$ cat config.mk
export PLATFORM = sky130hd
export DESIGN_NAME = sigmoid_taylor_series_core
export DESIGN_NICKNAME = d
export VERILOG_FILES = /design/src/rtl/stc_pkg.sv /design/src/rtl/sigmoid_taylor_series_core.sv /design/src/rtl/stc_ctrl.sv /design/src/rtl/stc_datapath.sv
export SDC_FILE = /design/constraint.sdc
export NUM_CORES = 2
export LEC_CHECK = 0
export BUFFER_PORTS_ARGS = -buffer_cell sky130_fd_sc_hd__buf_2
export CAP_MARGIN = 15
export CORE_MARGIN = 2
export CORE_UTILIZATION = 40
export CTS_BUF_LIST = sky130_fd_sc_hd__clkbuf_4
export DETAILED_ROUTE_END_ITERATION = 12
export SYNTH_ARGS = -nofsm -noshare
export SYNTH_HDL_FRONTEND = slang
export SYNTH_SLANG_ARGS = --single-unit
export TNS_END_PERCENT = 30
$ cat constraint.sdc
create_clock -name clk -period 22 [get_ports clk]
set_input_delay 0 -clock clk [delete_from_list [all_inputs] [get_ports clk]]
set_output_delay 0 -clock clk [all_outputs]
set_load 0.01 [all_outputs]
$ cat src/rtl/stc_pkg.sv
`default_nettype none

package stc_pkg;

	localparam int X_W      = 16;
	localparam int Y_W      = 17;
	localparam int THR_W    = 16;
	localparam int TERMS_W  = 7;
	localparam int CFG_IDX_W = 2;
	localparam int CFG_W    = 16;
	localparam int SUM_W    = 48;
	localparam int ACC_W    = 54;
	localparam int D_W      = 49;
	localparam int DQ_W     = 56;

	localparam logic [CFG_IDX_W-1:0] CFG_CLAMP_THRESHOLD = 2'd0;
	localparam logic [CFG_IDX_W-1:0] CFG_SERIES_TERMS    = 2'd1;

	localparam logic [THR_W-1:0]   THR_RESET   = 16'd26624;
	localparam logic [TERMS_W-1:0] TERMS_RESET = 7'd100;

	localparam logic signed [SUM_W-1:0] SUM_ONE = 48'sd16777216;
	localparam logic signed [ACC_W-1:0] ACC_ONE = 54'sd16777216;
	localparam logic signed [ACC_W-1:0] ACC_MAX = 54'sd140737488355327;
	localparam logic signed [ACC_W-1:0] ACC_MIN = -54'sd140737488355327;
	localparam logic signed [D_W-1:0]   D_ONE   = 49'sd16777216;

	localparam logic signed [D_W-1:0] RCP_SAT_LIMIT = 49'sd16776960;
	localparam logic [SUM_W-1:0]      RCP_REM_INIT  = 48'd8388608;
	localparam logic [Y_W-1:0]        Y_ONE         = 17'd65536;
	localparam logic [Y_W-1:0]        Y_ZERO        = 17'd0;

	localparam logic [2:0] DIV_LAST = 3'd6;
	localparam logic [4:0] RCP_LAST = 5'd16;

	typedef enum logic [1:0] {
		YSEL_CLAMP,
		YSEL_SPECIAL,
		YSEL_QUOT
	} ysel_t;

	typedef struct packed {
		logic  load;
		logic  mul;
		logic  div;
		logic  add;
		logic  rset;
		logic  rstep;
		logic  emit;
		ysel_t ysel;
	} cmd_t;

	typedef struct packed {
		logic above;
		logic below;
		logic i_zero;
		logic i_one;
		logic div_last;
		logic special;
		logic rcp_last;
	} sts_t;

endpackage

`default_nettype wire

$ cat src/rtl/sigmoid_taylor_series_core.sv
// Sigmoid of a signed Q5.11 word by truncated Taylor series of e^-x.
// Raise start with x_in valid; the word is taken at the edge where start is
// high and busy is low, and busy stays high until the result is out.
// The result word (y_out, unsigned Q1.16, and clamped) is on the ports for
// one cycle with done high; the receiver must take it then, it cannot stall.
// A new start is taken in the same cycle that done is high.
// After the accepting edge the threshold is checked; when it clamps, the
// clamped result is emitted. Otherwise come series_terms-1 Horner steps
// (none for 0 or 1 terms), then the denominator check: out of the reciprocal's
// range it gives result 0 or 1.0, else the reciprocal runs. Each Horner step
// is the shared 47x16 multiply, then the divide by the step index at 8
// quotient bits a cycle until all 56 quotient bits are in, then the add and
// saturate. The final reciprocal is one bit a cycle, 17 quotient bits.
// One word is in flight at a time.
// Configuration: cfg_we with cfg_idx 0 writes clamp_threshold, 1 writes
// series_terms; other indexes are ignored. Write only while busy is low.
// Reset (arst_n low) sets clamp_threshold to 13.0 and series_terms to 100,
// clears busy and done.
`default_nettype none

module sigmoid_taylor_series_core
	import stc_pkg::*;
(
	input  wire logic                  clk,
	input  wire logic                  arst_n,
	input  wire logic                  cfg_we,
	input  wire logic [CFG_IDX_W-1:0]  cfg_idx,
	input  wire logic [CFG_W-1:0]      cfg_data,
	input  wire logic                  start,
	output logic                       busy,
	input  wire logic signed [X_W-1:0] x_in,
	output logic                       done,
	output logic [Y_W-1:0]             y_out,
	output logic                       clamped
);

	cmd_t cmd;
	sts_t sts;

	stc_ctrl u_ctrl (
		.clk    (clk),
		.arst_n (arst_n),
		.start  (start),
		.busy   (busy),
		.cmd    (cmd),
		.sts    (sts)
	);

	stc_datapath u_datapath (
		.clk      (clk),
		.arst_n   (arst_n),
		.cfg_we   (cfg_we),
		.cfg_idx  (cfg_idx),
		.cfg_data (cfg_data),
		.x_in     (x_in),
		.cmd      (cmd),
		.sts      (sts),
		.done     (done),
		.y_out    (y_out),
		.clamped  (clamped)
	);

`ifndef SYNTHESIS
	a_start_busy : assert property (@(posedge clk) disable iff (!arst_n)
		(start && !busy) |=> busy)
		else $error("accepted word did not raise busy");

	a_done_idle : assert property (@(posedge clk) disable iff (!arst_n)
		!(done && busy))
		else $error("result delivered while still busy");

	a_done_pulse : assert property (@(posedge clk) disable iff (!arst_n)
		done |=> !done)
		else $error("result strobe longer than one cycle");

	a_clamp_value : assert property (@(posedge clk) disable iff (!arst_n)
		(done && clamped) |-> (y_out == Y_ZERO || y_out == Y_ONE))
		else $error("clamped result not 0 or 1.0");
`endif

endmodule

`default_nettype wire

$ cat src/rtl/stc_ctrl.sv
`default_nettype none

module stc_ctrl
	import stc_pkg::*;
(
	input  wire logic clk,
	input  wire logic arst_n,
	input  wire logic start,
	output logic      busy,
	output cmd_t      cmd,
	input  wire sts_t sts
);

	typedef enum logic [2:0] {
		S_IDLE,
		S_CHECK,
		S_MUL,
		S_DIV,
		S_ADD,
		S_RSET,
		S_RCP,
		S_FIN
	} state_t;

	state_t state_q;
	state_t state_next;
	logic   busy_q;

	always_comb begin
		cmd        = '0;
		cmd.ysel   = YSEL_QUOT;
		state_next = state_q;
		case (state_q)
			S_IDLE: begin
				if (start) begin
					cmd.load   = 1'b1;
					state_next = S_CHECK;
				end
			end
			S_CHECK: begin
				if (sts.above || sts.below) begin
					cmd.emit   = 1'b1;
					cmd.ysel   = YSEL_CLAMP;
					state_next = S_IDLE;
				end else if (sts.i_zero) begin
					state_next = S_RSET;
				end else begin
					state_next = S_MUL;
				end
			end
			S_MUL: begin
				cmd.mul    = 1'b1;
				state_next = S_DIV;
			end
			S_DIV: begin
				cmd.div = 1'b1;
				if (sts.div_last) begin
					state_next = S_ADD;
				end
			end
			S_ADD: begin
				cmd.add    = 1'b1;
				state_next = sts.i_one ? S_RSET : S_MUL;
			end
			S_RSET: begin
				if (sts.special) begin
					cmd.emit   = 1'b1;
					cmd.ysel   = YSEL_SPECIAL;
					state_next = S_IDLE;
				end else begin
					cmd.rset   = 1'b1;
					state_next = S_RCP;
				end
			end
			S_RCP: begin
				cmd.rstep = 1'b1;
				if (sts.rcp_last) begin
					state_next = S_FIN;
				end
			end
			S_FIN: begin
				cmd.emit   = 1'b1;
				cmd.ysel   = YSEL_QUOT;
				state_next = S_IDLE;
			end
			default: begin
				state_next = S_IDLE;
			end
		endcase
	end

	always_ff @(posedge clk or negedge arst_n) begin
		if (!arst_n) begin
			state_q <= S_IDLE;
			busy_q  <= 1'b0;
		end else begin
			state_q <= state_next;
			busy_q  <= (state_next != S_IDLE);
		end
	end

	assign busy = busy_q;

endmodule

`default_nettype wire

$ cat src/rtl/stc_datapath.sv
`default_nettype none

module stc_datapath
	import stc_pkg::*;
(
	input  wire logic                 clk,
	input  wire logic                 arst_n,
	input  wire logic                 cfg_we,
	input  wire logic [CFG_IDX_W-1:0] cfg_idx,
	input  wire logic [CFG_W-1:0]     cfg_data,
	input  wire logic signed [X_W-1:0] x_in,
	input  wire cmd_t                 cmd,
	output sts_t                      sts,
	output logic                      done,
	output logic [Y_W-1:0]            y_out,
	output logic                      clamped
);

	logic [THR_W-1:0]         thr_q;
	logic [TERMS_W-1:0]       terms_q;
	logic signed [X_W-1:0]    x_q;
	logic signed [SUM_W-1:0]  sum_q;
	logic [TERMS_W-1:0]       i_q;
	logic [DQ_W-1:0]          dq_q;
	logic [TERMS_W-1:0]       rem_q;
	logic                     neg_q;
	logic [2:0]               chunk_q;
	logic [SUM_W-1:0]         rrem_q;
	logic [Y_W-1:0]           rq_q;
	logic [4:0]               rbit_q;
	logic [Y_W-1:0]           y_q;
	logic                     clamped_q;
	logic                     done_q;

	logic signed [X_W+1:0]    x_ext_w;
	logic signed [X_W+1:0]    thr_ext_w;
	logic [X_W-1:0]           mx_w;
	logic [SUM_W-1:0]         sabs_w;
	logic [SUM_W-2:0]         ms_w;
	logic [62:0]              prod_w;
	logic [7:0]               qb_w;
	logic [TERMS_W-1:0]       rem_next_w;
	logic signed [ACC_W-1:0]  term_w;
	logic signed [ACC_W-1:0]  acc_w;
	logic signed [SUM_W-1:0]  sum_next_w;
	logic signed [D_W-1:0]    d_w;
	logic [D_W-1:0]           rt_w;
	logic [D_W-1:0]           dd_w;
	logic                     rge_w;
	logic [D_W-1:0]           rdiff_w;
	logic [Y_W-1:0]           y_sel_w;

	assign x_ext_w   = {{2{x_q[X_W-1]}}, x_q};
	assign thr_ext_w = $signed({2'b00, thr_q});

	assign mx_w   = x_q[X_W-1] ? X_W'(-x_q) : X_W'(x_q);
	assign sabs_w = sum_q[SUM_W-1] ? SUM_W'(-sum_q) : SUM_W'(sum_q);
	assign ms_w   = sabs_w[SUM_W-2:0];
	assign prod_w = ms_w * mx_w;

	always_comb begin
		logic [7:0]         t;
		logic [TERMS_W-1:0] r;
		r    = rem_q;
		qb_w = '0;
		for (int k = 0; k < 8; k++) begin
			t = {r, dq_q[DQ_W-1-k]};
			if (t >= {1'b0, i_q}) begin
				r          = TERMS_W'(t - {1'b0, i_q});
				qb_w[7-k]  = 1'b1;
			end else begin
				r          = t[TERMS_W-1:0];
			end
		end
		rem_next_w = r;
	end

	always_comb begin
		term_w = $signed({2'b00, dq_q[51:0]});
		if (neg_q) begin
			term_w = -term_w;
		end
		acc_w = term_w + ACC_ONE;
		if (acc_w > ACC_MAX) begin
			sum_next_w = ACC_MAX[SUM_W-1:0];
		end else if (acc_w < ACC_MIN) begin
			sum_next_w = ACC_MIN[SUM_W-1:0];
		end else begin
			sum_next_w = acc_w[SUM_W-1:0];
		end
	end

	assign d_w     = $signed({sum_q[SUM_W-1], sum_q}) + D_ONE;
	assign rt_w    = {rrem_q, 1'b0};
	assign dd_w    = {1'b0, d_w[SUM_W-1:0]};
	assign rge_w   = (rt_w >= dd_w);
	assign rdiff_w = rt_w - dd_w;

	always_comb begin
		case (cmd.ysel)
			YSEL_CLAMP:   y_sel_w = (x_ext_w > thr_ext_w) ? Y_ONE : Y_ZERO;
			YSEL_SPECIAL: y_sel_w = d_w[D_W-1] ? Y_ZERO : Y_ONE;
			YSEL_QUOT:    y_sel_w = rq_q;
			default:      y_sel_w = Y_ZERO;
		endcase
	end

	assign sts.above    = (x_ext_w > thr_ext_w);
	assign sts.below    = (x_ext_w < -thr_ext_w);
	assign sts.i_zero   = (i_q == '0);
	assign sts.i_one    = (i_q == TERMS_W'(1));
	assign sts.div_last = (chunk_q == DIV_LAST);
	assign sts.special  = (d_w <= RCP_SAT_LIMIT);
	assign sts.rcp_last = (rbit_q == RCP_LAST);

	always_ff @(posedge clk or negedge arst_n) begin
		if (!arst_n) begin
			thr_q   <= THR_RESET;
			terms_q <= TERMS_RESET;
		end else if (cfg_we) begin
			case (cfg_idx)
				CFG_CLAMP_THRESHOLD: thr_q   <= cfg_data;
				CFG_SERIES_TERMS:    terms_q <= cfg_data[TERMS_W-1:0];
				default:             ;
			endcase
		end
	end

	always_ff @(posedge clk) begin
		if (cmd.load) begin
			x_q   <= x_in;
			sum_q <= SUM_ONE;
			i_q   <= (terms_q == '0) ? '0 : terms_q - TERMS_W'(1);
		end
		if (cmd.mul) begin
			dq_q    <= {4'b0000, prod_w[62:11]};
			neg_q   <= sum_q[SUM_W-1] ^ ~x_q[X_W-1];
			rem_q   <= '0;
			chunk_q <= '0;
		end
		if (cmd.div) begin
			dq_q    <= {dq_q[DQ_W-9:0], qb_w};
			rem_q   <= rem_next_w;
			chunk_q <= chunk_q + 3'd1;
		end
		if (cmd.add) begin
			sum_q <= sum_next_w;
			i_q   <= i_q - TERMS_W'(1);
		end
		if (cmd.rset) begin
			rrem_q <= RCP_REM_INIT;
			rq_q   <= '0;
			rbit_q <= '0;
		end
		if (cmd.rstep) begin
			rrem_q <= rge_w ? rdiff_w[SUM_W-1:0] : rt_w[SUM_W-1:0];
			rq_q   <= {rq_q[Y_W-2:0], rge_w};
			rbit_q <= rbit_q + 5'd1;
		end
		if (cmd.emit) begin
			y_q       <= y_sel_w;
			clamped_q <= (cmd.ysel == YSEL_CLAMP);
		end
	end

	always_ff @(posedge clk or negedge arst_n) begin
		if (!arst_n) begin
			done_q <= 1'b0;
		end else begin
			done_q <= cmd.emit;
		end
	end

	assign done    = done_q;
	assign y_out   = y_q;
	assign clamped = clamped_q;

endmodule

`default_nettype wire
Word level (Yosys, flattened, before mapping)
Cells that the tools add are included.
{ "totals": {"ff_bits": 254, "in_bits": 38, "out_inout_bits": 20, "wordCells": 139} }
{ "classes": {"add_sub_neg": 19, "n_mul": 1, "magnitude_cmp": 14, "eq_ne": 13, "n_mux": 61, "bitwise": 2, "reduce_logical": 12} }
{ "ops": {"columns": ["op", "n"], "rows": [
  ["$mux 48", 7],
  ["$mux 56", 2],
  ["$mux 7", 13],
  ["$mux 17", 4],
  ["$ge 8x7->1", 8],
  ["$mul 47x16->63", 1],
  ["$sub 7x7->7", 8],
  ["$add 54x26->54 const B", 1],
  ["$gt 54x48->1 const B", 1],
  ["$lt 54x48->1 const B", 1],
  ["$mux 54", 1],
  ["$neg 52->54", 1],
  ["$pmux 17 s3", 1],
  ["$add 48x26->49 const B", 1],
  ["$ge 49x48->1", 1],
  ["$le 49x25->1 const B", 1],
  ["$sub 48x48->48", 1],
  ["$mux 47", 1],
  ["$neg 47->47", 1],
  ["$mux 3", 11],
  ["$pmux 3 s8", 1],
  ["$lt 16x18->1", 1],
  ["$neg 16->18", 1],
  ["$gt 16x17->1", 1],
  ["other kinds (24)", 52]
]} }

Depth between registers and ports, before layout
{ "logic_depth": {"depth_word": 17, "depth_mapped": 82, "mapped_depth_nobuf": 80} }

By module
A second synthesis with hierarchy kept.
{ "unflattened": {"cells_unflattened": 4924, "area_unflattened_um2": 43730.7} }
{ "by_module_without_submodules": {"columns": ["module", "instances", "cells_per_inst", "area_each_um2", "seq_area_each_um2"], "rows": [
  ["stc_datapath", 1, 4884, 43426.6, 7394.6],
  ["stc_ctrl", 1, 40, 304.0, 100.1]
]} }

Worst setup path before layout
Ideal clock, no wire load.
{ "synth_path": {"path_type": "register to register", "start": "register u_datapath.i_q[1]", "end": "register u_datapath.rem_q[2] (data pin)", "setup_time_ns": 0.256, "arrival_time_ns": 16.581, "t_required_ns": 21.744, "slack_ns": 5.163, "path_stages_with_launch": 74, "n_path_buf": 4, "synth_period_minus_slack_ns": 16.837, "cell_sequence": "edfxtp_1 -> inv_1 -> fa_1 -> a211oi_1 -> o31ai_1 -> a21oi_2 -> mux2_2 -> ha_1 -> nor2b_1 -> o31a_1 -> o311ai_0 -> o211ai_1 -> nand2_1 -> a21boi_0 -> inv_1 -> fa_1 -> nand2b_1 -> a21oi_1 -> (+38 left out) -> o21bai_1 -> a21oi_1 -> and3_1 -> clkbuf_1 -> nor4_1 -> or2_2 -> ha_1 -> o21ai_0 -> nand2b_1 -> a21o_1 -> a21oi_1 -> o21ai_0 -> a21o_1 -> nor2_1 -> and3_1 -> clkbuf_1 -> nor4_1 -> a31o_2"} }
{ "synth_between": {"elab_chain_cells": 17, "elab_cells_between_ends": 25, "cone_classes": "8 x add/sub; 8 x order compare; 9 x mux"} }
{ "synth_lines": {"columns": ["item", "line_no", "rtl"], "rows": [
  ["from (decl)", "stc_datapath.sv:23", "logic [TERMS_W-1:0] i_q;"],
  ["from (signal assigned)", "stc_datapath.sv:133", "i_q <= (terms_q == '0) ? '0 : terms_q - TERMS_W'(1);"],
  ["from (signal assigned)", "stc_datapath.sv:148", "i_q <= i_q - TERMS_W'(1);"],
  ["$sub 7x7->7 or $ge 8x7->1 (tied branches)", "stc_datapath.sv:69, stc_datapath.sv:68", null],
  ["$mux 7", "stc_datapath.sv:68", "if (t >= {1'b0, i_q}) begin"],
  ["$sub 7x7->7 or $ge 8x7->1 (tied branches)", "stc_datapath.sv:69, stc_datapath.sv:68", null],
  ["$mux 7", "stc_datapath.sv:68", null],
  ["$sub 7x7->7 or $ge 8x7->1 (tied branches)", "stc_datapath.sv:69, stc_datapath.sv:68", null],
  ["$mux 7", "stc_datapath.sv:68", null],
  ["$sub 7x7->7 or $ge 8x7->1 (tied branches)", "stc_datapath.sv:69, stc_datapath.sv:68", null],
  ["$mux 7", "stc_datapath.sv:68", null],
  ["$sub 7x7->7 or $ge 8x7->1 (tied branches)", "stc_datapath.sv:69, stc_datapath.sv:68", null],
  ["$mux 7", "stc_datapath.sv:68", null],
  ["$sub 7x7->7 or $ge 8x7->1 (tied branches)", "stc_datapath.sv:69, stc_datapath.sv:68", null],
  ["$mux 7", "stc_datapath.sv:68", null],
  ["$ge 8x7->1 or $sub 7x7->7 (tied branches)", "stc_datapath.sv:68, stc_datapath.sv:69", null],
  ["$mux 7", "stc_datapath.sv:68", null],
  ["$sub 7x7->7 or $ge 8x7->1 (tied branches)", "stc_datapath.sv:69, stc_datapath.sv:68", null],
  ["$mux 7 *", "stc_datapath.sv:68", null],
  ["$mux 7 *", "stc_datapath.sv:141", "if (cmd.div) begin"],
  ["to (signal assigned)", "stc_datapath.sv:143", "rem_q <= rem_next_w;"],
  ["to (decl)", "stc_datapath.sv:25", "logic [TERMS_W-1:0] rem_q;"]
]} }
Every way passes the cells marked *; elsewhere a longest branch is shown, timed or not.
A chain may end at the register's enable or synchronous reset.

Worst setup path in the final report
{ "layout_path": {"start": "register u_datapath.i_q[2]", "end": "register u_datapath.rem_q[4] (data pin)"} }
{ "layout_between": {"elab_chain_cells": 17, "elab_cells_between_ends": 25, "cone_classes": "8 x add/sub; 8 x order compare; 9 x mux"} }
{ "layout_lines": {"columns": ["item", "line_no"], "rows": [
  ["$sub 7x7->7 or $ge 8x7->1 (tied branches)", "stc_datapath.sv:69, stc_datapath.sv:68"],
  ["$mux 7", "stc_datapath.sv:68"],
  ["$sub 7x7->7 or $ge 8x7->1 (tied branches)", "stc_datapath.sv:69, stc_datapath.sv:68"],
  ["$mux 7", "stc_datapath.sv:68"],
  ["$sub 7x7->7 or $ge 8x7->1 (tied branches)", "stc_datapath.sv:69, stc_datapath.sv:68"],
  ["$mux 7", "stc_datapath.sv:68"],
  ["$sub 7x7->7 or $ge 8x7->1 (tied branches)", "stc_datapath.sv:69, stc_datapath.sv:68"],
  ["$mux 7", "stc_datapath.sv:68"],
  ["$sub 7x7->7 or $ge 8x7->1 (tied branches)", "stc_datapath.sv:69, stc_datapath.sv:68"],
  ["$mux 7", "stc_datapath.sv:68"],
  ["$ge 8x7->1 or $sub 7x7->7 (tied branches)", "stc_datapath.sv:68, stc_datapath.sv:69"],
  ["$mux 7", "stc_datapath.sv:68"],
  ["$sub 7x7->7 or $ge 8x7->1 (tied branches)", "stc_datapath.sv:69, stc_datapath.sv:68"],
  ["$mux 7", "stc_datapath.sv:68"],
  ["$sub 7x7->7 or $ge 8x7->1 (tied branches)", "stc_datapath.sv:69, stc_datapath.sv:68"],
  ["$mux 7 *", "stc_datapath.sv:68"],
  ["$mux 7 *", "stc_datapath.sv:141"]
]} }
Marked as above.

==> impl_metrics.json <==
{
  "cts_buffers": 76,
  "routed_wl_um": 131000,
  "critPathKind": "register to register",
  "cts_tree": "done",
  "synthFlopType": "edfxtp_1",
  "viasPerCell": 5.52,
  "hold_class": "primary input to register",
  "drc": 0,
  "clockRootBuffer": "clkbuf_4",
  "final_common_cell": "nand2_1",
  "relSlewSlack_pct": 22.0,
  "synth.yosys.seq_area_share_pct": 17.1,
  "synth_top_area_share_pct": 29.0,
  "rsz0062_at_grt": "no",
  "clkTransAtPathRegs_ps": 60,
  "post_cts_hold_buffer_count": 96,
  "place_congestion": 0.888,
  "num_rows": 121,
  "yosysUniqueCellTypes": 91,
  "path_max_fanout": 9,
  "grt_max_degree": 72,
  "start_util_pct": 40.3,
  "finalHoldViolations": 0,
  "io_buffers": 57,
  "htree_levels": 3,
  "worst_pin_slew_ps": 1170,
  "syn-instance-count": 4943,
  "synth_area_leaders": "fa_1 29%, edfxtp_1 15%, ha_1 8.1%",
  "cp.required_ps": 22560,
  "crit_arrival_ps": 20560,
  "ioPinCount": 58,
  "overflow": 0,
  "highest_layer": "met4",
  "grt_usage_pct": 23.8,
  "syn-num-nets": 5901,
  "status": "finished clean",
  "fp.dieH_um": 335,
  "yosysWarnings": 0,
  "setup_violations": 0,
  "worst_skew_pair.late_latency_ps": 840,
  "die-area_mm2": 0.112,
  "route.met2.wl_um": 62800,
  "final_cell_mix": "773 x nand2_1, 707 x inv_1, 636 x fa_1",
  "period_needed_ps": 20000,
  "ctsResizeCount": 0,
  "clkSinkCount": 254,
  "drt-initial-drc-count": 3005,
  "area_delta_synth_final_pct": 8.96,
  "cp_slowest_cell": "a211oi_1",
  "drive_gt1_share_pct": 7.65,
  "grt_pass1_vias": 36900,
  "die_w_um": 335,
  "met1Wirelength_um": 56700,
  "slew_viol_final": 0,
  "ant_nets": 0,
  "synth-edff-count": 226,
  "vias": 35900,
  "avgSynthCellArea_um2": 8.87,
  "core_mm2": 0.109,
  "hpwl_um": 97200,
  "synth-seq-cells": 254,
  "slowest_delay_ps": 740,
  "synth_top_area_cell": "fa_1",
  "drt-wirelength-per-cell_um": 20.1,
  "drt-pass1-iter-count": 6,
  "start_kind": "register",
  "antenna_found_initial": 9,
  "fin_skew_ps": 50.7,
  "async_flop_share_pct": 11.0,
  "num-nets-final": 5984,
  "met3_length_um": 8320,
  "fin_setup_tns_ps": 0,
  "netlist_area_mm2": 0.0439,
  "cts_setup_buffers": 0,
  "cap_violations": 0,
  "timing.fmax_mhz": 50.0,
  "end_kind": "register",
  "cpMostUsedCell": "o21ai_0",
  "clockBufferDepth": 3,
  "grt_pass1_wl_um": 210000,
  "fin_crit_sh_pct": 90.9
}
==> worst paths after layout <==
kind,startpoint,end,slack (ps),cells past startpoint
setup reg to reg,u_datapath.i_q[2],u_datapath.rem_q[4],2000,72
setup / recovery,u_datapath.i_q[2],u_datapath.rem_q[4],2000,72
hold / removal,cfg_idx[0],u_datapath.terms_q[0],210,4
hold reg to reg,u_datapath.rq_q[4],u_datapath.rq_q[5],530,1
min in group asynchronous,arst_n,u_datapath.terms_q[2],400,3
max in group asynchronous,arst_n,u_datapath.done,21400,4
==> stage by stage <==
step / cell area (um2) / std cells / hold slack (ps) / util [%] / setup WS [ps]
after CTS: 47800 / 6497 / 95.5 / 43.9 / 2170
after global routing: 47800 / 6499 / 214 / 43.9 / 348
after floorplan: 43900 / 4943 / -296 / - / 5160
after global placement: 45800 / 6266 / 66.7 / 42.1 / 2390
after detailed placement: 45800 / 6266 / 70.0 / 42.1 / 2230
final: 47800 / 6500 / 209 / 43.9 / 2000
==> critical path, delay by kind of cell, from the launching register on <==
kind                     cells  cell delay (ps)
AO/OA/AOI/OAI               43            11960
adder cells (fa/ha/maj)      8             2770
AND/OR/NAND/NOR             14             2070
multiplexers                 4             1680
buffers and inverters        3              760
flip-flops                   1              420
==> registers in the layout, indices dropped and copies added (netlist names) <==
name / count
u_datapath.dq_q: 56
u_datapath.rrem_q: 48
u_datapath.sum_q: 48
u_datapath.rq_q: 17
u_datapath.y_out: 17
u_datapath.thr_q: 16
u_datapath.x_q: 16
u_datapath.i_q: 7
u_datapath.rem_q: 7
u_datapath.terms_q: 7
u_datapath.rbit_q: 5
u_ctrl.state_q: 3
u_datapath.chunk_q: 3
u_ctrl.busy: 1
u_datapath.clamped: 1
u_datapath.done: 1
u_datapath.neg_q: 1
==> final cells by class <==
type	count	area (um2)
fill	10700	61100
inverter	708	2660
clock buffer	107	803
multi-input combinational	3742	33000
sequential	254	7490
timing repair buffer	244	1940
tap	1414	1770
antenna	3	7.51
clock inverter	28	164
==> kinds of logic after synthesis <==
family	share of synthesized area [%]
compound gates	11.2
xor+xnor	6.31
fa+ha+maj	37.1
buf+inv	8.24
flops	17.1
mux	1.88
simple gates	18.2
==> routing by layer <==
metal | vias to the layer above | GRT usage, %
li1 | 16400 | -
met1 | 18100 | 32.8
met2 | 1126 | 39.8
met3 | 184 | 2.43
met4 | 0 | 6.47
met5 | - | 0
==> cells in the mapped netlist, types with 8 or more instances <==
cell / number
ha_1: 284
mux2i_1: 53
nor4_1: 40
and2_1: 156
xnor2_1: 213
a31o_2: 11
o22ai_1: 12
o41ai_1: 25
and4_1: 13
o211ai_1: 14
nor2b_1: 59
edfxtp_1: 226
a21boi_0: 13
o21ai_0: 147
o21a_1: 28
a211oi_1: 15
o21bai_1: 12
buf_1: 18
mux2_2: 26
nand4_1: 53
a41oi_1: 8
fa_1: 636
nand3b_1: 11
a21o_1: 86
nor2_1: 289
xor2_1: 103
or2_2: 15
a211o_1: 9
and3_1: 27
dfrtp_1: 22
a21oi_1: 155
nand2_1: 774
a31oi_1: 25
nor3_1: 74
nand2b_1: 40
or4_1: 20
o31ai_1: 43
a2111oi_0: 9
or3_1: 20
nand3_1: 68
clkbuf_1: 209
a221o_1: 10
o21ai_1: 40
inv_1: 707
Power is not shown: default switching activity piles up to over one toggle a cycle in this logic, so the estimate is an artifact.
